<file path="src/hw/rtl/gps_pkg.sv">
// shared types, status codes and defaults for the prime split core
`default_nettype none
package gps_pkg;

	// default width of the number word
	localparam int NUMBER_WIDTH_DEF = 16;

	// result status codes
	localparam logic [1:0] STATUS_OK      = 2'd0;
	localparam logic [1:0] STATUS_SMALL   = 2'd1;
	localparam logic [1:0] STATUS_ODD     = 2'd2;
	localparam logic [1:0] STATUS_NOSPLIT = 2'd3;

	// commands from controller to datapath
	typedef struct packed {
		logic       load_n;        // capture the input number
		logic       first_cand;    // first candidate p = 3
		logic       next_cand;     // p += 2
		logic       test_p;        // start primality test of p
		logic       test_partner;  // start primality test of n - p
		logic       div_start;     // clear remainder, load dividend
		logic       div_step;      // one restoring division bit
		logic       next_div;      // d += 2, square updated
		logic       res_load;      // capture result word
		logic [1:0] res_code;      // status of the result word
	} gps_cmd_t;

	// status from datapath to controller
	typedef struct packed {
		logic le_four;   // n is four or less
		logic odd;       // n is odd
		logic p_over;    // candidate beyond n / 2
		logic sq_over;   // d * d beyond tested value
		logic div_last;  // last division bit in progress
		logic rem_zero;  // remainder is zero
	} gps_stat_t;

endpackage
`default_nettype wire

</file>
<file path="src/hw/rtl/goldbach_prime_split_core.sv">
// top level: splits an even number into the two primes of its smallest split
//
// Usage: drive number and pulse start while busy is low; the word is taken
// at that clock edge and busy rises. One result word follows per input word:
// status, smaller_prime and larger_prime are valid while done is high and
// hold until the next result word. Status 0 is a split, 1 a number of four or less,
// 2 an odd number, 3 no split found; the primes are zero unless status is 0.
// A new word may be started in the cycle that done is high.
//
// Sequence, from the cycle start is taken to the cycle done is high: errors
// are reported after classification. A search steps through each candidate
// p (odd, from 3 up) and, for each primality test (p, then n - p when p is
// prime), through each trial divisor d (odd d from 3 while d * d <= value),
// with one restoring division of the value by d. The bit-serial remainder
// unit takes one quotient bit per cycle, so the search time grows with the
// smallest split.
//
// Reset: arst_n clears the controller to idle with done low; no result is
// pending afterwards. The receiver cannot stall: done is a one-cycle strobe.
`default_nettype none
module goldbach_prime_split_core #(
	parameter int NUMBER_WIDTH = gps_pkg::NUMBER_WIDTH_DEF
) (
	input  wire logic                    clk,
	input  wire logic                    arst_n,
	input  wire logic                    start,
	output logic                         busy,
	input  wire logic [NUMBER_WIDTH-1:0] number,
	output logic                         done,
	output logic [1:0]                   status,
	output logic [NUMBER_WIDTH-1:0]      smaller_prime,
	output logic [NUMBER_WIDTH-1:0]      larger_prime
);
	import gps_pkg::*;

	gps_cmd_t  cmd;
	gps_stat_t stat;

	// sequencer
	gps_ctrl u_ctrl (
		.clk    (clk),
		.arst_n (arst_n),
		.start  (start),
		.stat   (stat),
		.cmd    (cmd),
		.busy   (busy),
		.done   (done)
	);

	// search datapath
	gps_dp #(
		.NUMBER_WIDTH (NUMBER_WIDTH)
	) u_dp (
		.clk           (clk),
		.arst_n        (arst_n),
		.number        (number),
		.cmd           (cmd),
		.stat          (stat),
		.status        (status),
		.smaller_prime (smaller_prime),
		.larger_prime  (larger_prime)
	);

endmodule
`default_nettype wire

</file>
<file path="src/hw/rtl/gps_dp.sv">
// datapath: candidate, trial divisor, divisor square and bit-serial remainder unit
`default_nettype none
module gps_dp #(
	parameter int NUMBER_WIDTH = gps_pkg::NUMBER_WIDTH_DEF
) (
	input  wire logic                    clk,
	input  wire logic                    arst_n,
	input  wire logic [NUMBER_WIDTH-1:0] number,
	input  wire gps_pkg::gps_cmd_t       cmd,
	output gps_pkg::gps_stat_t           stat,
	output logic [1:0]                   status,
	output logic [NUMBER_WIDTH-1:0]      smaller_prime,
	output logic [NUMBER_WIDTH-1:0]      larger_prime
);
	import gps_pkg::*;

	localparam int W  = NUMBER_WIDTH;
	localparam int CW = $clog2(W + 1);
	localparam logic [W-1:0]  FOUR     = W'(4);
	localparam logic [W-1:0]  THREE    = W'(3);
	localparam logic [W+1:0]  NINE     = (W + 2)'(9);
	localparam logic [W+1:0]  SQ_INC   = (W + 2)'(4);
	localparam logic [CW-1:0] DIV_BITS = CW'(W);
	localparam logic [CW-1:0] CNT_ONE  = CW'(1);

	logic [W-1:0]  n_q;
	logic [W-1:0]  p_q;
	logic [W-1:0]  x_q;
	logic [W-1:0]  d_q;
	logic [W+1:0]  sq_q;
	logic [W-1:0]  rem_q;
	logic [W-1:0]  dvd_q;
	logic [CW-1:0] cnt_q;
	logic [1:0]    status_q;
	logic [W-1:0]  small_q;
	logic [W-1:0]  large_q;

	logic [W-1:0] partner;
	logic [W:0]   trial;
	logic [W:0]   trial_diff;
	logic         trial_ge;

	// partner of the candidate and one restoring division bit
	assign partner    = n_q - p_q;
	assign trial      = {rem_q, dvd_q[W-1]};
	assign trial_diff = trial - {1'b0, d_q};
	assign trial_ge   = trial >= {1'b0, d_q};

	// status toward the controller
	assign stat.le_four  = n_q <= FOUR;
	assign stat.odd      = n_q[0];
	assign stat.p_over   = p_q > (n_q >> 1);
	assign stat.sq_over  = sq_q > {2'b00, x_q};
	assign stat.div_last = cnt_q == CNT_ONE;
	assign stat.rem_zero = rem_q == '0;

	// number and candidate
	always_ff @(posedge clk) begin
		if (cmd.load_n) begin
			n_q <= number;
		end
		if (cmd.first_cand) begin
			p_q <= THREE;
		end else if (cmd.next_cand) begin
			p_q <= p_q + W'(2);
		end
	end

	// tested value, trial divisor and its square
	always_ff @(posedge clk) begin
		if (cmd.test_p || cmd.test_partner) begin
			x_q  <= cmd.test_p ? p_q : partner;
			d_q  <= THREE;
			sq_q <= NINE;
		end else if (cmd.next_div) begin
			d_q  <= d_q + W'(2);
			sq_q <= sq_q + {2'b00, d_q} + {2'b00, d_q} + {2'b00, d_q} + {2'b00, d_q}
				+ SQ_INC;
		end
	end

	// bit-serial remainder of x by d
	always_ff @(posedge clk or negedge arst_n) begin
		if (!arst_n) begin
			cnt_q <= '0;
		end else if (cmd.div_start) begin
			cnt_q <= DIV_BITS;
		end else if (cmd.div_step) begin
			cnt_q <= cnt_q - CNT_ONE;
		end
	end

	always_ff @(posedge clk) begin
		if (cmd.div_start) begin
			rem_q <= '0;
			dvd_q <= x_q;
		end else if (cmd.div_step) begin
			rem_q <= trial_ge ? trial_diff[W-1:0] : trial[W-1:0];
			dvd_q <= dvd_q << 1;
		end
	end

	// result word
	always_ff @(posedge clk) begin
		if (cmd.res_load) begin
			status_q <= cmd.res_code;
			if (cmd.res_code == STATUS_OK) begin
				small_q <= p_q;
				large_q <= partner;
			end else begin
				small_q <= '0;
				large_q <= '0;
			end
		end
	end

	assign status        = status_q;
	assign smaller_prime = small_q;
	assign larger_prime  = large_q;

	// remainder stays below the divisor while dividing
	a_rem_below_div: assert property (@(posedge clk) disable iff (!arst_n)
		$past(cmd.div_step) |-> rem_q < d_q)
		else $error("remainder not below divisor");

	// a split adds back up to the number
	a_split_sum: assert property (@(posedge clk) disable iff (!arst_n)
		($past(cmd.res_load) && status_q == STATUS_OK) |->
		({1'b0, small_q} + {1'b0, large_q}) == {1'b0, n_q})
		else $error("split does not add up to number");

	// the trial divisor is always odd and at least three
	a_div_odd: assert property (@(posedge clk) disable iff (!arst_n)
		$past(cmd.test_p || cmd.test_partner || cmd.next_div) |-> (d_q[0] && d_q >= THREE))
		else $error("trial divisor not odd");

endmodule
`default_nettype wire

</file>
<file path="src/hw/rtl/gps_ctrl.sv">
// controller: sequences classification, candidate search and trial division
`default_nettype none
module gps_ctrl (
	input  wire logic               clk,
	input  wire logic               arst_n,
	input  wire logic               start,
	input  wire gps_pkg::gps_stat_t stat,
	output gps_pkg::gps_cmd_t       cmd,
	output logic                    busy,
	output logic                    done
);
	import gps_pkg::*;

	typedef enum logic [5:0] {
		ST_IDLE     = 6'b000001,
		ST_CLASSIFY = 6'b000010,
		ST_CAND     = 6'b000100,
		ST_CHK      = 6'b001000,
		ST_DIV      = 6'b010000,
		ST_DIVEND   = 6'b100000
	} state_t;

	state_t state_q, state_d;
	logic   partner_q, partner_d;
	logic   done_q;

	// next state and commands
	always_comb begin
		state_d   = state_q;
		partner_d = partner_q;
		cmd       = '0;
		unique case (state_q)
			ST_IDLE: begin
				if (start) begin
					cmd.load_n = 1'b1;
					state_d    = ST_CLASSIFY;
				end
			end
			ST_CLASSIFY: begin
				priority if (stat.le_four) begin
					cmd.res_load = 1'b1;
					cmd.res_code = STATUS_SMALL;
					state_d      = ST_IDLE;
				end else if (stat.odd) begin
					cmd.res_load = 1'b1;
					cmd.res_code = STATUS_ODD;
					state_d      = ST_IDLE;
				end else begin
					cmd.first_cand = 1'b1;
					state_d        = ST_CAND;
				end
			end
			ST_CAND: begin
				if (stat.p_over) begin
					cmd.res_load = 1'b1;
					cmd.res_code = STATUS_NOSPLIT;
					state_d      = ST_IDLE;
				end else begin
					cmd.test_p = 1'b1;
					partner_d  = 1'b0;
					state_d    = ST_CHK;
				end
			end
			ST_CHK: begin
				if (stat.sq_over) begin
					// no divisor found: value is prime
					if (partner_q) begin
						cmd.res_load = 1'b1;
						cmd.res_code = STATUS_OK;
						state_d      = ST_IDLE;
					end else begin
						cmd.test_partner = 1'b1;
						partner_d        = 1'b1;
					end
				end else begin
					cmd.div_start = 1'b1;
					state_d       = ST_DIV;
				end
			end
			ST_DIV: begin
				cmd.div_step = 1'b1;
				if (stat.div_last) begin
					state_d = ST_DIVEND;
				end
			end
			ST_DIVEND: begin
				if (stat.rem_zero) begin
					cmd.next_cand = 1'b1;
					state_d       = ST_CAND;
				end else begin
					cmd.next_div = 1'b1;
					state_d      = ST_CHK;
				end
			end
			default: begin
				state_d = ST_IDLE;
			end
		endcase
	end

	// state registers
	always_ff @(posedge clk or negedge arst_n) begin
		if (!arst_n) begin
			state_q   <= ST_IDLE;
			partner_q <= 1'b0;
			done_q    <= 1'b0;
		end else begin
			state_q   <= state_d;
			partner_q <= partner_d;
			done_q    <= cmd.res_load;
		end
	end

	assign busy = state_q != ST_IDLE;
	assign done = done_q;

	// an accepted word makes the block busy
	a_start_busy: assert property (@(posedge clk) disable iff (!arst_n)
		(start && !busy) |=> busy)
		else $error("start accepted but not busy");

	// a result follows a finished search
	a_done_after_busy: assert property (@(posedge clk) disable iff (!arst_n)
		done |-> ($past(busy) && !busy))
		else $error("result without search");

	// a division start enters the divide state
	a_div_start_chk: assert property (@(posedge clk) disable iff (!arst_n)
		cmd.div_start |=> (state_q == ST_DIV))
		else $error("division start lost");

endmodule
`default_nettype wire
</file>
<file path="config.mk">
export PLATFORM = sky130hd
export DESIGN_NAME = goldbach_prime_split_core
export DESIGN_NICKNAME = d
export VERILOG_FILES = /design/src/hw/rtl/gps_pkg.sv /design/src/hw/rtl/goldbach_prime_split_core.sv /design/src/hw/rtl/gps_dp.sv /design/src/hw/rtl/gps_ctrl.sv
export SDC_FILE = /design/constraint.sdc
export NUM_CORES = 1
export LEC_CHECK = 0
export BUFFER_PORTS_ARGS = -buffer_cell sky130_fd_sc_hd__buf_2
export CORE_AREA = 8 8 182 184
export CTS_BUF_LIST = sky130_fd_sc_hd__clkbuf_8
export DETAILED_ROUTE_END_ITERATION = 8
export DIE_AREA = 0 0 190 192
export SLEW_MARGIN = 0
export SYNTH_ARGS = -nofsm -noshare
export SYNTH_HDL_FRONTEND = slang
export SYNTH_SLANG_ARGS = --single-unit
</file>
<file path="constraint.sdc">
create_clock -name clk -period 4.1 [get_ports clk]
set_input_delay 0.205 -clock clk [delete_from_list [all_inputs] [get_ports clk]]
set_output_delay 0.205 -clock clk [all_outputs]
set_load 0.03 [all_outputs]
</file>
* Yosys cells after proc, flatten, opt, wreduce, memory -nomap -nowiden
Index checks and enable logic that the tools add are counted.
** Operators by class
- $add $sub $neg :: 10
- Multiply operators :: 0
- Div/mod/pow operators :: 0
- Order comparisons :: 4
- Eq/ne operators :: 13
- Shift-type cells :: 0
- Muxes and demuxes :: 40
- Bitwise operators :: 0
- Reduce and logical (&&, ||, !) cells :: 7
** Operator list (count)
- adder 18 x 16 -> 18 bit :: 4
- two-way mux 16 bit :: 4
- one-hot mux 6 bit (6 select lines) :: 1
- adder 16 x 2 -> 16 bit (second input constant) :: 2
- subtractor 16 bit :: 2
- two-way mux 6 bit :: 4
- two-way mux 3 bit :: 7
- adder 18 x 3 -> 18 bit (second input constant) :: 1
- greater-than comparator 18 x 16 -> 1 bit :: 1
- >= comparator 17 x 16 -> 1 bit :: 1
- two-way mux 1 bit :: 17
- greater-than comparator 16 x 15 -> 1 bit :: 1
- less-or-equal comparator 16 x 3 -> 1 bit (second input constant) :: 1
- zero test 16 bit :: 1
- two-way mux 5 bit :: 2
- one-hot mux 3 bit (3 select lines) :: 1
- two-way mux 4 bit :: 2
- inequality test 2 bit (second input constant) :: 4
- equality test 6 x 1 -> 1 bit (second input constant) :: 1
- equality test 6 x 2 -> 1 bit (second input constant) :: 1
- equality test 6 x 3 -> 1 bit (second input constant) :: 1
- equality test 6 x 4 -> 1 bit (second input constant) :: 1
- equality test 6 x 5 -> 1 bit (second input constant) :: 1
- equality test 6 bit (second input constant) :: 1
- 10 further kinds :: 12
** Storage, ports and cells
- Register bits :: 161
- Bits in latches :: 0
- Memory bits (writable) :: 0
- ROM bits :: 0
- Output and inout port bits :: 36
- Logic and storage cells :: 88
- Memories :: 0

* Longest topological paths before layout
Gate-level depths: netlist (run 1).
- Depth in word-level cells :: 5
- Gate-level depth with buffers :: 11
- Mapped depth without buffers :: 11

* Modules after synthesis
A second synthesis (run 1) with hierarchy kept.
** Second synthesis, totals
- Cells, all modules :: 996
- Area total of the unflattened synthesis :: 9555.4 um^2
** By module, submodules not included
- gps_dp :: instances 1, cells an instance 943, area an instance 9048.7 um^2, seq. area each 3808.7 um^2
- gps_ctrl :: instances 1, cells an instance 53, area an instance 506.7 um^2, seq. area each 201.4 um^2

* Least setup slack after synthesis (run 1)
No wires, ideal clock.
- Path type :: register to register
- Start point :: reg u_dp.x_q[9]
- End point :: reg u_dp.rem_q[14]
- Library setup time :: 0.206 ns
- Arrival time :: 2.804 ns
- Path slack :: 1.091 ns
- Stages on the path, launching flop included :: 9
- Buffers on the path :: 0
- Path through :: edfxtp_1 inv_1 ha_1 and4_1 a21boi_0 o22ai_1 a31oi_1 o21ai_0 o32ai_1
** Between the ends
- Cells in the longest elaborated chain, start to end :: 3
** Ends and longest elaborated chain
- start, declared :: RTL line gps_dp.sv:28 : logic [W-1:0] x_q;
- start signal, assigned :: RTL line gps_dp.sv:72 : x_q <= cmd.test_p ? p_q : partner;
- greater-than comparator 18 x 16 -> 1 bit :: RTL line gps_dp.sv:53 : assign stat.sq_over = sq_q > {2'b00, x_q};
- two-way mux 1 bit :: RTL line gps_ctrl.sv:65 : if (stat.sq_over) begin
- two-way mux 2 bit :: RTL line gps_ctrl.sv:32 : unique case (state_q)
- end signal, assigned :: RTL line gps_dp.sv:98 : rem_q <= trial_ge ? trial_diff[W-1:0] : trial[W-1:0];
- end, declared :: RTL line gps_dp.sv:31 : logic [W-1:0] rem_q;
No other way between the ends.
A chain may end at the register's enable or synchronous reset.

==> results.md, run 1 <==
- Initial DRT Pass Iterations: 6
- Clock power share: 23.7%
- Max Clock Skew: 0.0173 ns
- Worst EP required: 4.26 ns
- Final WL: 24600 um
- WP data arrival: 3.53 ns
- Die Height: 192 um
- Reg clk slew, reported paths: 0.10 ns
- Routability congestion estimate: 0.898
- Max Fclk: 297 MHz
- Seq/Total Area, Yosys: 42.0%
- Fin crit share: 82.2%
- Clock Path Buffers: 2
- H-tree levels: 4
- Commonest cells after routing, fill and taps aside: 88 x nor2_1, 88 x ha_1, 82 x edfxtp_1, 78 x inv_1, 72 x nand2_1
- # diodes: 0
- Layout cells sized above 1: 12.5%
- Logic pwr share: 36.8%
- Core outline area: 0.0302 mm^2
- CP endpoint kind: flip-flop
- DRC viols: 0
- Setup Total Neg Slack: 0 ns
- Grt ovf: 0
- Critical Path Fanout Max: 19
- Final Net Count: 1177
- First-pass GRT wire length: 40300 um
- Row cnt: 64
- Clock Sinks: 156
- Startpoint types: flip-flop
- Peak VDD IR: 0.335 mV
- Cells after synthesis: 1000
- Clock latency at the later pin of the worst-skew pair: 0.47 ns
- Flop pwr share: 39.5%
- Drt wl/cell: 16.6 um
- Largest net degree at the start of global routing: 34
- Synth Cell Area: 0.00956 mm^2
- Dpl hpwl: 18700 um
- Asr flop ratio synth: 8.33%
- Final Hold Fails: 0
- Num CTS Buffers: 17
- Port bufs: 54
- Syn_area_per_cell: 9.56 um^2
- Root Driver: clkbuf_8
- Yosys top cell by area: edfxtp_1
- Worst hold slack: 0.173 ns
- Vias in the first global route: 7765
- Total Routing Usage GR: 13.8%
- Buffer count from post-CTS setup fixing: 0
- Footprint of the multi-input gates: 0.00508 mm^2
- Post-synth cell types: 77
- Top cells by area, synth: edfxtp_1 26%, dfxtp_1 13%, ha_1 12%
- CTS tree: built
- Status: finished clean
- Final setup fails: 0
- RSZ-0062 raised after global routing: false
- Top FF cell, synth: edfxtp_1
- Initial core utilization: 31.7%
- Fin. max-slew vios: 0
- Power, Total: 5.44 mW
- Switching Share: 37.4%
- Synthesis-to-layout area growth: 13.8%
- I/O pin cnt: 55
- Leakage: 4.33 nW
- Vias: 7731
- Mapped Nets: 1110
- Initial DRC count: 637
- Die ar.: 0.0365 mm^2
- Final WS setup: 0.731 ns
- Pwr dens: 500 mW/mm^2
- Yosys top cell area share: 25.8%
- Pre-CTS setup slack: 0.736 ns
- Post-DRT Antenna Nets: 0
- Seq cells post-synth: 156
- Initial antenna violation count: 0
- Layout fillers: 3003
- Synth warn: 0
- Number of synthesized flops with an enable pin: 82
- Kind of critical path: flip-flop to flip-flop
- Min Clock Period, post-route: 3.37 ns
- P_int: 3.40 mW
- Switching pwr: 2.04 mW
- Least-Margin Pin Slew: 0.880 ns
- Post-DR vias/cell: 5.24
- Slew HR: 41.3%
- Max_cap viols: 0
- FF/Latch Area: 0.00401 mm^2
- Die Wd: 190 um
- Worst hold path class: input port to async pin
-- repair_timing --
action | CTS | global route
resized for setup | 0 | 0
hold buffers | 18 | 0
hold endpoints to repair | 30 | 0
-- Yosys cell counts, drive strengths merged (25+ instances only) --
library cell  count
inv              78
o21ai            68
ha               88
o211ai           25
nor2             98
nand2            72
edfxtp           82
nand4            25
nor4             25
a21oi            56
dfxtp            61
xnor2            52
clkbuf           27
-- area by class of cell --
cell class / instances / share of cell area (%)
inverter: 78 / 2.69
clock buffer: 17 / 2.15
timing repair buffer: 86 / 5.11
sequential: 156 / 36.9
multi-input combinational: 728 / 46.7
clock inverter: 15 / 1.88
tap: 396 / 4.56
-- power groups by stage --
stage	sequential (mW)	clock, mW	combinational, mW
2_1_floorplan	2.17	0	1.44
3_3_place_gp	2.18	0	1.96
3_5_place_dp	2.18	0	1.98
4_1_cts	2.15	1.32	2.00
5_1_grt	2.17	1.37	2.23
6_report	2.15	1.29	2.00
-- final timing paths --
check	start	to	slack, ns	depth (start not counted)
min reg2reg	u_dp.sq_q[9]	u_dp.sq_q[9]	0.50	2
min in group clk	number[1]	u_dp.n_q[1]	0.44	2
min	arst_n	u_dp.cnt_q[3]	0.17	2
max reg2reg	u_dp.n_q[4]	u_dp.larger_prime[1]	0.73	7
max	u_dp.n_q[4]	u_dp.larger_prime[1]	0.73	7
max in group asynchronous	arst_n	u_ctrl.state_q[0]	3.64	2
-- logic make-up after synthesis --
group	after synthesis	share of synthesized area (%)
simple gates	325	17.6
fa+ha+maj	91	12.1
flops	156	42.0
compound gates	236	16.0
mux	15	1.65
buf+inv	116	5.01
xor+xnor	61	5.59
-- state kept, by name, indices dropped and copies added (netlist names) --
signal and count:
u_dp.rem_q 16, u_dp.smaller_prime 16, u_dp.x_q 16, u_ctrl.partner_q 1, u_dp.d_q 15, u_dp.n_q 16, u_ctrl.state_q 6, u_dp.larger_prime 16
u_dp.dvd_q 16, u_dp.status 2, u_dp.p_q 15, u_dp.cnt_q 5, u_ctrl.done 1, u_dp.sq_q 15
-- routing by layer --
layer	vias to the layer above	share of wire (%)	wire length, um	GRT usage, %
met4	0	2.5	612	5.41
met2	191	49	11900	23.6
met1	3699	45	11000	17.2
li1	3803	-	-	-
met3	38	4.2	1020	2.12
met5	-	0	0	0
-- critical path, stage by stage (launching register included) --
cell,delay (ns)
edfxtp_1,0.44
nor4_1,0.37
nand4_1,0.19
nor4_1,0.57
o21ai_1,0.37
nand2_1,0.19
a21o_1,0.54
buf_4,0.38
-- through the flow --
step | instance area [um^2] | instances | util (%)
floorplan | 9560 | 1000 | -
global placement | 10300 | 1426 | 34.0
detailed placement | 10300 | 1426 | 34.0
CTS | 10900 | 1476 | 36.0
global route | 10900 | 1476 | 36.0
finish | 10900 | 1476 | 36.0
No activity file was read; power rests on OpenSTA's default activity.
==> inputs of run 2 (changes only) <==
--- a/config.mk
+++ b/config.mk
@@ -5,11 +5,12 @@
 export SDC_FILE = /design/constraint.sdc
 export NUM_CORES = 1
 export LEC_CHECK = 0
+export ABC_AREA = 1
 export BUFFER_PORTS_ARGS = -buffer_cell sky130_fd_sc_hd__buf_2
-export CORE_AREA = 8 8 182 184
+export CORE_AREA = 8 8 186 188
 export CTS_BUF_LIST = sky130_fd_sc_hd__clkbuf_8
 export DETAILED_ROUTE_END_ITERATION = 8
-export DIE_AREA = 0 0 190 192
+export DIE_AREA = 0 0 194 196
 export SLEW_MARGIN = 0
 export SYNTH_ARGS = -nofsm -noshare
 export SYNTH_HDL_FRONTEND = slang
==> constraint.sdc (replaced) <==
create_clock -name clk -period 3.11 [get_ports clk]
set_input_delay 0.1555 -clock clk [delete_from_list [all_inputs] [get_ports clk]]
set_output_delay 0.1555 -clock clk [all_outputs]
set_load 0.03 [all_outputs]
==> run 2 against run 1 <==
Worst hold slack worse by 0.040 ns. Fmax is 30% higher. Setup slack worse by 0.22 ns. Die area is 4.2% higher. Sequential share of layout area is 1.1 points lower. Via count is 7.5% higher. Critical path depth is 4 higher. Combinational power is 82% higher. Register-to-register slack worse by 0.22 ns. Clock power is 16% higher. Critical path type unchanged. Largest cell class unchanged.
==> results.md, run 2 <==
- Grt peak-use layer: met2
- Cells after synthesis: 1250 (+25%)
- Row cnt: 66 (+3.1%)
- Post-synth top cells: 289 x nand2_1, 171 x inv_1, 124 x nor2_1, 96 x nand3_1, 88 x ha_1
- Synth warn: 0 (unchanged)
- H-tree levels: 4 (unchanged)
- Layout cells sized above 1: 11.3% (-1.2 points)
- Switching pwr: 3.47 mW (+71%)
- Vias: 8307 (+7.5%)
- Kind of critical path: flip-flop to flip-flop
- # diodes: 0 (unchanged)
- Slew HR: 60.1% (+19 points)
- Clock power share: 18.5% (-5.2 points)
- Final WL: 24800 um (+0.99%)
- Initial DRT Pass Iterations: 5 (-1)
- DRC viols: 0 (unchanged)
- Seq cells post-synth: 156 (unchanged)
- Max_cap viols: 0 (unchanged)
- Worst EP required: 3.27 ns (-0.99 ns)
- Yosys top cell by area: edfxtp_1
- Num CTS Buffers: 17 (unchanged)
- Synth Cell Area: 0.00993 mm^2 (+3.9%)
- Setup Total Neg Slack: 0 ns (unchanged)
- Compound-Gate Fraction of Synth Area: 8.93% (-7.1 points)
- Die Height: 196 um (+2.1%)
- Reg clk slew, reported paths: 0.10 ns (about the same)
- Synth Area in Adders: 11.7% (-0.46 points)
- Logic pwr share: 45.0% (+8.2 points)
- Met2 GRT Util: 23.3% (-0.29 points)
- Syn_area_per_cell: 7.95 um^2 (-17%)
- Routability congestion estimate: 0.904 (+0.66%)
- Die Wd: 194 um (+2.1%)
- Commonest cells after routing, fill and taps aside: 289 x nand2_1, 171 x inv_1, 124 x nor2_1, 96 x nand3_1, 88 x ha_1
- Seq/Total Area, Yosys: 40.4% (-1.6 points)
- Min Clock Period, post-route: 2.60 ns (-0.774 ns)
- Mapped Nets: 1360 (+23%)
- Worst hold path class: input port to async pin
- Switching Share: 43.0% (+5.6 points)
- Die ar.: 0.0380 mm^2 (+4.2%)
- Top-count cell post-synth: nand2_1
- Final setup fails: 0 (unchanged)
- Critical Path Fanout Max: 20 (+1)
- Final WS setup: 0.515 ns (-0.216 ns)
- Pwr dens: 721 mW/mm^2 (+44%)
- Clock Path Buffers: 2 (unchanged)
- Commonest non-fill, non-tap cell in the layout: nand2_1
- Peak VDD IR: 0.403 mV (+20%)
- Clock Sinks: 156 (unchanged)
- Simple-gate area share of the yosys netlist: 26.9% (+9.2 points)
- Post-synthesis xor/xnor area fraction: 3.61% (-2.0 points)
- Grt ovf: 0 (unchanged)
- Dpl hpwl: 19100 um (+2.0%)
- Pre-CTS setup slack: 0.517 ns (-0.219 ns)
- Post-synth cell types: 49 (-36%)
- Largest family of logic cells by synthesized area: simple AND/OR/NAND/NOR gates
- Clock latency at the later pin of the worst-skew pair: 0.48 ns (about the same)
- Fin. max-slew vios: 0 (unchanged)
- Total Routing Usage GR: 13.3% (-0.49 points)
- Largest net degree at the start of global routing: 35 (+2.9%)
- Post-CTS sizing: 0 (unchanged)
- FF-to-FF path depth: 11 (+4)
- Drt wl/cell: 14.2 um (-15%)
- Max Fclk: 385 MHz (+30%)
- P_int: 4.60 mW (+35%)
- Status: finished clean
- Max Clock Skew: 0.0169 ns (-0.000397 ns)
- Core outline area: 0.0319 mm^2 (+5.6%)
- Initial antenna violation count: 0 (unchanged)
- Top cells by area, synth: edfxtp_1 25%, dfxtp_1 12%, ha_1 11%
- Root Driver: clkbuf_8
- Number of synthesized flops with an enable pin: 82 (unchanged)
- CTS tree: built
- Grt met1 use: 16.1% (-1.1 points)
- Startpoint types: flip-flop
- Top FF cell, synth: edfxtp_1
- RSZ-0062 raised after global routing: false
- Reg-to-reg startpoint: u_dp.n_q[15]
- First-pass GRT wire length: 41500 um (+2.9%)
- Least-Margin Pin Slew: 0.596 ns (-0.284 ns)
- Leakage: 5.18 nW (+20%)
- I/O pin cnt: 55 (unchanged)
- Initial core utilization: 31.2% (-0.50 points)
- Final Hold Fails: 0 (unchanged)
- Layout fillers: 3348 (+11%)
- Flop pwr share: 36.5% (-3.0 points)
- Asr flop ratio synth: 8.33% (unchanged)
- Vias in the first global route: 8319 (+7.1%)
- Worst r2r dst: u_dp.larger_prime[10]
- Final Net Count: 1439 (+22%)
- Synthesis-to-layout area growth: 12.7%
- CP endpoint kind: flip-flop
- Yosys top cell area share: 24.8% (-0.97 points)
- Initial DRC count: 631 (-0.94%)
- Post-DR vias/cell: 4.75 (-9.4%)
- Multiplexer share of the synthesized area: 0% (-1.6 points)
- Reg2reg setup slack: 0.51 ns (-0.22 ns)
- Port bufs: 54 (unchanged)
- WP data arrival: 2.75 ns (-0.78 ns)
- M3 GR Usage: 2.30% (+0.17 points)
- Fin crit share: 83.4% (+1.3 points)
- Post-DRT Antenna Nets: 0 (unchanged)
## run 2: cell count changes after synthesis, moves of 18 or more
cell | previous run | this run
a211oi_1 | 18 | 0
a21oi_1 | 56 | 78
clkbuf_1 | 27 | 1
inv_1 | 78 | 171
nand2_1 | 72 | 289
nand3_1 | 19 | 96
nor2_1 | 88 | 124
nor4_1 | 24 | 5
o211ai_1 | 24 | 1
xnor2_1 | 52 | 11
xor2_1 | 9 | 30
## run 2: cells by family (layout without fill, tap and decap cells)
| group | after synthesis | in the layout |
|---|---|---|
| adder cells (fa/ha/maj) | 91 | 91 |
| AO/OA/AOI/OAI | 163 | 163 |
| AND/OR/NAND/NOR | 596 | 596 |
| XOR/XNOR | 41 | 41 |
| flip-flops | 156 | 156 |
| buffers and inverters | 203 | 295 |
## run 2: worst max-delay path by stage
stage                      start                      to  cells past startpoint
finish              u_dp.n_q[15]   u_dp.larger_prime[10]                     11
global route        u_dp.x_q[13]           u_dp.sq_q[17]                     13
CTS                 u_dp.n_q[15]  u_dp.smaller_prime[12]                     11
detailed placement  u_dp.n_q[15]   u_dp.larger_prime[13]                     11
global placement    u_dp.n_q[15]   u_dp.larger_prime[13]                     11
floorplan           u_dp.x_q[13]    u_dp.larger_prime[0]                     10
## run 2: final cells by class
type | instances | area (um^2) | area share [%]
inverter | 177 | 664 | 5.93
multi-input combinational | 891 | 5090 | 45.4
tap | 408 | 510 | 4.56
clock buffer | 17 | 234 | 2.09
timing repair buffer | 86 | 556 | 4.96
clock inverter | 15 | 136 | 1.22
sequential | 156 | 4010 | 35.8
## run 2: critical path: stages (launching register included)
cell and delay [ns]:
edfxtp_1 0.43, inv_1 0.10, ha_1 0.33, nand4_2 0.14
nor2_1 0.26, nand2_1 0.10, nand2_1 0.09, nand3_1 0.16
nand2_1 0.13, inv_1 0.13, o21ai_4 0.11, buf_4 0.29
## run 2: what timing repair did
item	in CTS	in global routing
endpoints found under the setup margin	0	0
endpoints found under the hold margin	30	0
hold buffers	18	0
setup buffers	0	0
## run 2: layer usage
layer / wire [um] / part of all wire [%] / vias to the layer above
li1: - / - / 4281
met4: 574 / 2.3 / 0
met3: 996 / 4.0 / 39
met5: 0 / 0 / -
met2: 12100 / 49 / 163
met1: 11100 / 45 / 3824
## run 2: metrics by stage
stage / hold WS [ns] / area (um^2) / cells / utilization (%) / power, mW
2_1_floorplan: -0.140 / 9940 / 1250 / - / 5.71
3_3_place_gp: 0.0611 / 10600 / 1700 / 33.4 / 6.56
3_5_place_dp: 0.0647 / 10600 / 1700 / 33.4 / 6.60
4_1_cts: 0.127 / 11200 / 1750 / 35.1 / 8.14
5_1_grt: 0.157 / 11200 / 1750 / 35.1 / 8.71
6_report: 0.133 / 11200 / 1750 / 35.1 / 8.07
## run 2: power by group through the flow
stage / clock (mW) / sequential, mW / combinational [mW]
floorplan: 0 / 3.08 / 2.62
CTS: 1.54 / 2.95 / 3.66
detailed placement: 0 / 2.99 / 3.61
global route: 1.61 / 2.99 / 4.10
finish: 1.49 / 2.94 / 3.63
global placement: 0 / 2.99 / 3.57
==> inputs of run 3 (changes only) <==
--- a/config.mk
+++ b/config.mk
@@ -5,12 +5,12 @@
 export SDC_FILE = /design/constraint.sdc
 export NUM_CORES = 1
 export LEC_CHECK = 0
-export ABC_AREA = 1
+export ABC_AREA = 0
 export BUFFER_PORTS_ARGS = -buffer_cell sky130_fd_sc_hd__buf_2
-export CORE_AREA = 8 8 186 188
+export CORE_AREA = 8 8 182 184
 export CTS_BUF_LIST = sky130_fd_sc_hd__clkbuf_8
 export DETAILED_ROUTE_END_ITERATION = 8
-export DIE_AREA = 0 0 194 196
+export DIE_AREA = 0 0 190 192
 export SLEW_MARGIN = 0
 export SYNTH_ARGS = -nofsm -noshare
 export SYNTH_HDL_FRONTEND = slang
==> constraint.sdc (replaced) <==
create_clock -name clk -period 2.65 [get_ports clk]
set_input_delay 0.1325 -clock clk [delete_from_list [all_inputs] [get_ports clk]]
set_output_delay 0.1325 -clock clk [all_outputs]
set_load 0.03 [all_outputs]
==> run 3 against run 2 <==
First-iteration DRC count down 4.0%. Worst hold slack worse by 0.037 ns. Non-clock buffer count up 69. Setup slack worse by 0.45 ns. Sequential power up 11%. Critical path type unchanged. Critical endpoint is now u_dp.x_q[15]. Largest cell class unchanged.
==> results.md, run 3 (synthesis gave the netlist of run 1 again) <==
- CP endpoint kind: flip-flop
- Clock Path Buffers: 2 (unchanged)
- Slew HR: 58.1% (-2.0 points)
- Initial DRC count: 606 (-4.0%)
- Logic pwr share: 41.5% (-3.5 points)
- Die ar.: 0.0365 mm^2 (-4.1%)
- Critical path buffer and inverter count: 1 (-2)
- Fin. max-slew vios: 0 (unchanged)
- Kind of critical path: flip-flop to flip-flop
- Least-Margin Pin Slew: 0.629 ns (+0.0329 ns)
- Final setup fails: 0 (unchanged)
- Max_cap viols: 0 (unchanged)
- Vias in the first global route: 7855 (-5.6%)
- Initial antenna violation count: 0 (unchanged)
- Peak VDD IR: 0.503 mV (+25%)
- Die Height: 192 um (-2.0%)
- WP data arrival: 2.88 ns (+0.13 ns)
- Post-DR vias/cell: 5.07 (+6.8%)
- Worst hold slack: 0.0967 ns (-0.0368 ns)
- Root Driver: clkbuf_8
- Flop pwr share: 37.6% (+1.1 points)
- Initial DRT Pass Iterations: 5 (unchanged)
- Worst hold path class: input port to async pin
- Setup Total Neg Slack: 0 ns (unchanged)
- Clock latency at the later pin of the worst-skew pair: 0.47 ns (about the same)
- Synthesis-to-layout area growth: 20.6%
- P_int: 5.39 mW (+17%)
- Drt wl/cell: 16.3 um (+15%)
- Post-DRT Antenna Nets: 0 (unchanged)
- Max Fclk: 386 MHz (+0.23%)
- Layout cells sized above 1: 19.1% (+7.9 points)
- Initial core utilization: 31.7% (+0.50 points)
- H-tree levels: 4 (unchanged)
- DRC viols: 0 (unchanged)
- Final WL: 25200 um (+1.6%)
- CTS tree: built
- Clock Sinks: 156 (unchanged)
- Final Net Count: 1246 (-13%)
- Core Util, Final: 38.2% (+3.0 points)
- WP depth: 8 (-3)
- Routability congestion estimate: 0.894 (-1.1%)
- Commonest non-fill, non-tap cell in the layout: nor2_1
- Min Clock Period, post-route: 2.59 ns (-0.00584 ns)
- First-pass GRT wire length: 41000 um (-1.1%)
- Switching Share: 37.9% (-5.2 points)
- Startpoint types: flip-flop
- Max Clock Skew: 0.0247 ns (+0.00778 ns)
- Clock power share: 20.9% (+2.4 points)
- Core outline area: 0.0302 mm^2 (-5.3%)
- Dpl hpwl: 19100 um (about the same)
- Row cnt: 64 (-3.0%)
- Critical Path Fanout Max: 5 (-75%)
- Vias: 7830 (-5.7%)
- Slowest CP cell: dfxtp_1
- Largest net degree at the start of global routing: 30 (-14%)
- Reg clk slew, reported paths: 0.11 ns (about the same)
- Port bufs: 54 (unchanged)
- Worst path cell trace: inv_1 > ha_1 > and3_1 > a221oi_2 > o2111ai_2 > o21a_1 > a31oi_2 > mux2i_1
- Leakage: 4.67 nW (-9.7%)
- Total Routing Usage GR: 14.0% (+0.69 points)
- Num CTS Buffers: 17 (unchanged)
- Grt ovf: 0 (unchanged)
- I/O pin cnt: 55 (unchanged)
- Commonest cells after routing, fill and taps aside: 88 x nor2_1, 85 x ha_1, 82 x edfxtp_1, 79 x inv_1, 77 x buf_4
- FF-to-FF path depth: 8 (-3)
- Fin crit share: 97.7% (+14 points)
- Status: finished clean
- Largest delay share family, worst path: compound AO/OA/AOI/OAI gates
- # diodes: 0 (unchanged)
- Final Hold Fails: 0 (unchanged)
- Largest stage delay on the critical path: 0.42 ns (about the same)
- Pwr dens: 753 mW/mm^2 (+4.5%)
- Worst EP required: 2.94 ns (-0.33 ns)
- Switching pwr: 3.29 mW (-5.4%)
- Die Wd: 190 um (-2.1%)
run 3: changes by cell type in the layout (fill, tap and decap cells not counted), moves of 14 or more:
cell      previous run  this run
inv_1              171        79
xnor2_1             11        52
o211ai_1             1        24
nand3_1             96        19
nor4_1               5        23
nand2_1            289        71
a21oi_1             78        56
xor2_1              30         9
a211oi_1             0        14
nor2_1             124        88
buf_4               14        77
run 3: final cells by class:
cell class,instances,area (um^2)
Clock inverter,15,159
Tap cell,396,495
Multi-Input combinational cell,728,5180
Clock buffer,17,234
Sequential cell,156,4010
Inverter,78,293
Fill cell,2950,18700
Timing Repair Buffer,155,1150
run 3: routing by layer:
layer / routed length (um) / part of all wire [%] / track usage (%)
met3: 804 / 3.2 / 2.38
met1: 11600 / 46 / 17.6
met2: 12300 / 49 / 24.0
met4: 490 / 1.9 / 4.42
met5: 0 / 0 / 0
run 3: stage by stage:
| step | instance area (um^2) | total power, mW | setup WS (ns) | instances |
|---|---|---|---|---|
| after global placement | 10800 | 6.77 | 0.0459 | 1493 |
| after CTS | 11400 | 8.66 | 0.000177 | 1543 |
| after global routing | 11500 | 9.22 | -0.00410 | 1545 |
| after floorplan | 9570 | 5.60 | 0.0193 | 1000 |
| after detailed placement | 10800 | 6.78 | -0.0266 | 1493 |
| final | 11500 | 8.68 | 0.0607 | 1545 |
run 3: path summary, 6_finish.rpt:
kind	start	end	slack (ns)
min	arst_n	u_dp.cnt_q[0]	0.1
max	u_dp.p_q[7]	u_dp.x_q[15]	0.06
max reg2reg	u_dp.p_q[7]	u_dp.x_q[15]	0.06
min reg2reg	u_dp.sq_q[4]	u_dp.sq_q[4]	0.49
max in group asynchronous	arst_n	u_ctrl.state_q[0]	2.26
min in group clk	number[13]	u_dp.n_q[13]	0.37
run 3: timing repair:
| action | CTS | global route |
|---|---|---|
| endpoints found under the setup margin | 3 | 37 |
| gates cloned | 0 | 0 |
| hold buffers | 18 | 0 |
| pin swaps | 0 | 3 |
| endpoints found under the hold margin | 30 | 0 |
| setup buffers | 0 | 2 |
| gates resized for setup | 2 | 17 |
run 3: power by group through the flow:
stage	logic, mW	clock network, mW	registers [mW]
floorplan	2.24	0	3.36
global placement	3.46	0	3.31
detailed placement	3.47	0	3.31
CTS	3.54	1.85	3.26
global route	3.99	1.94	3.30
finish	3.60	1.81	3.27
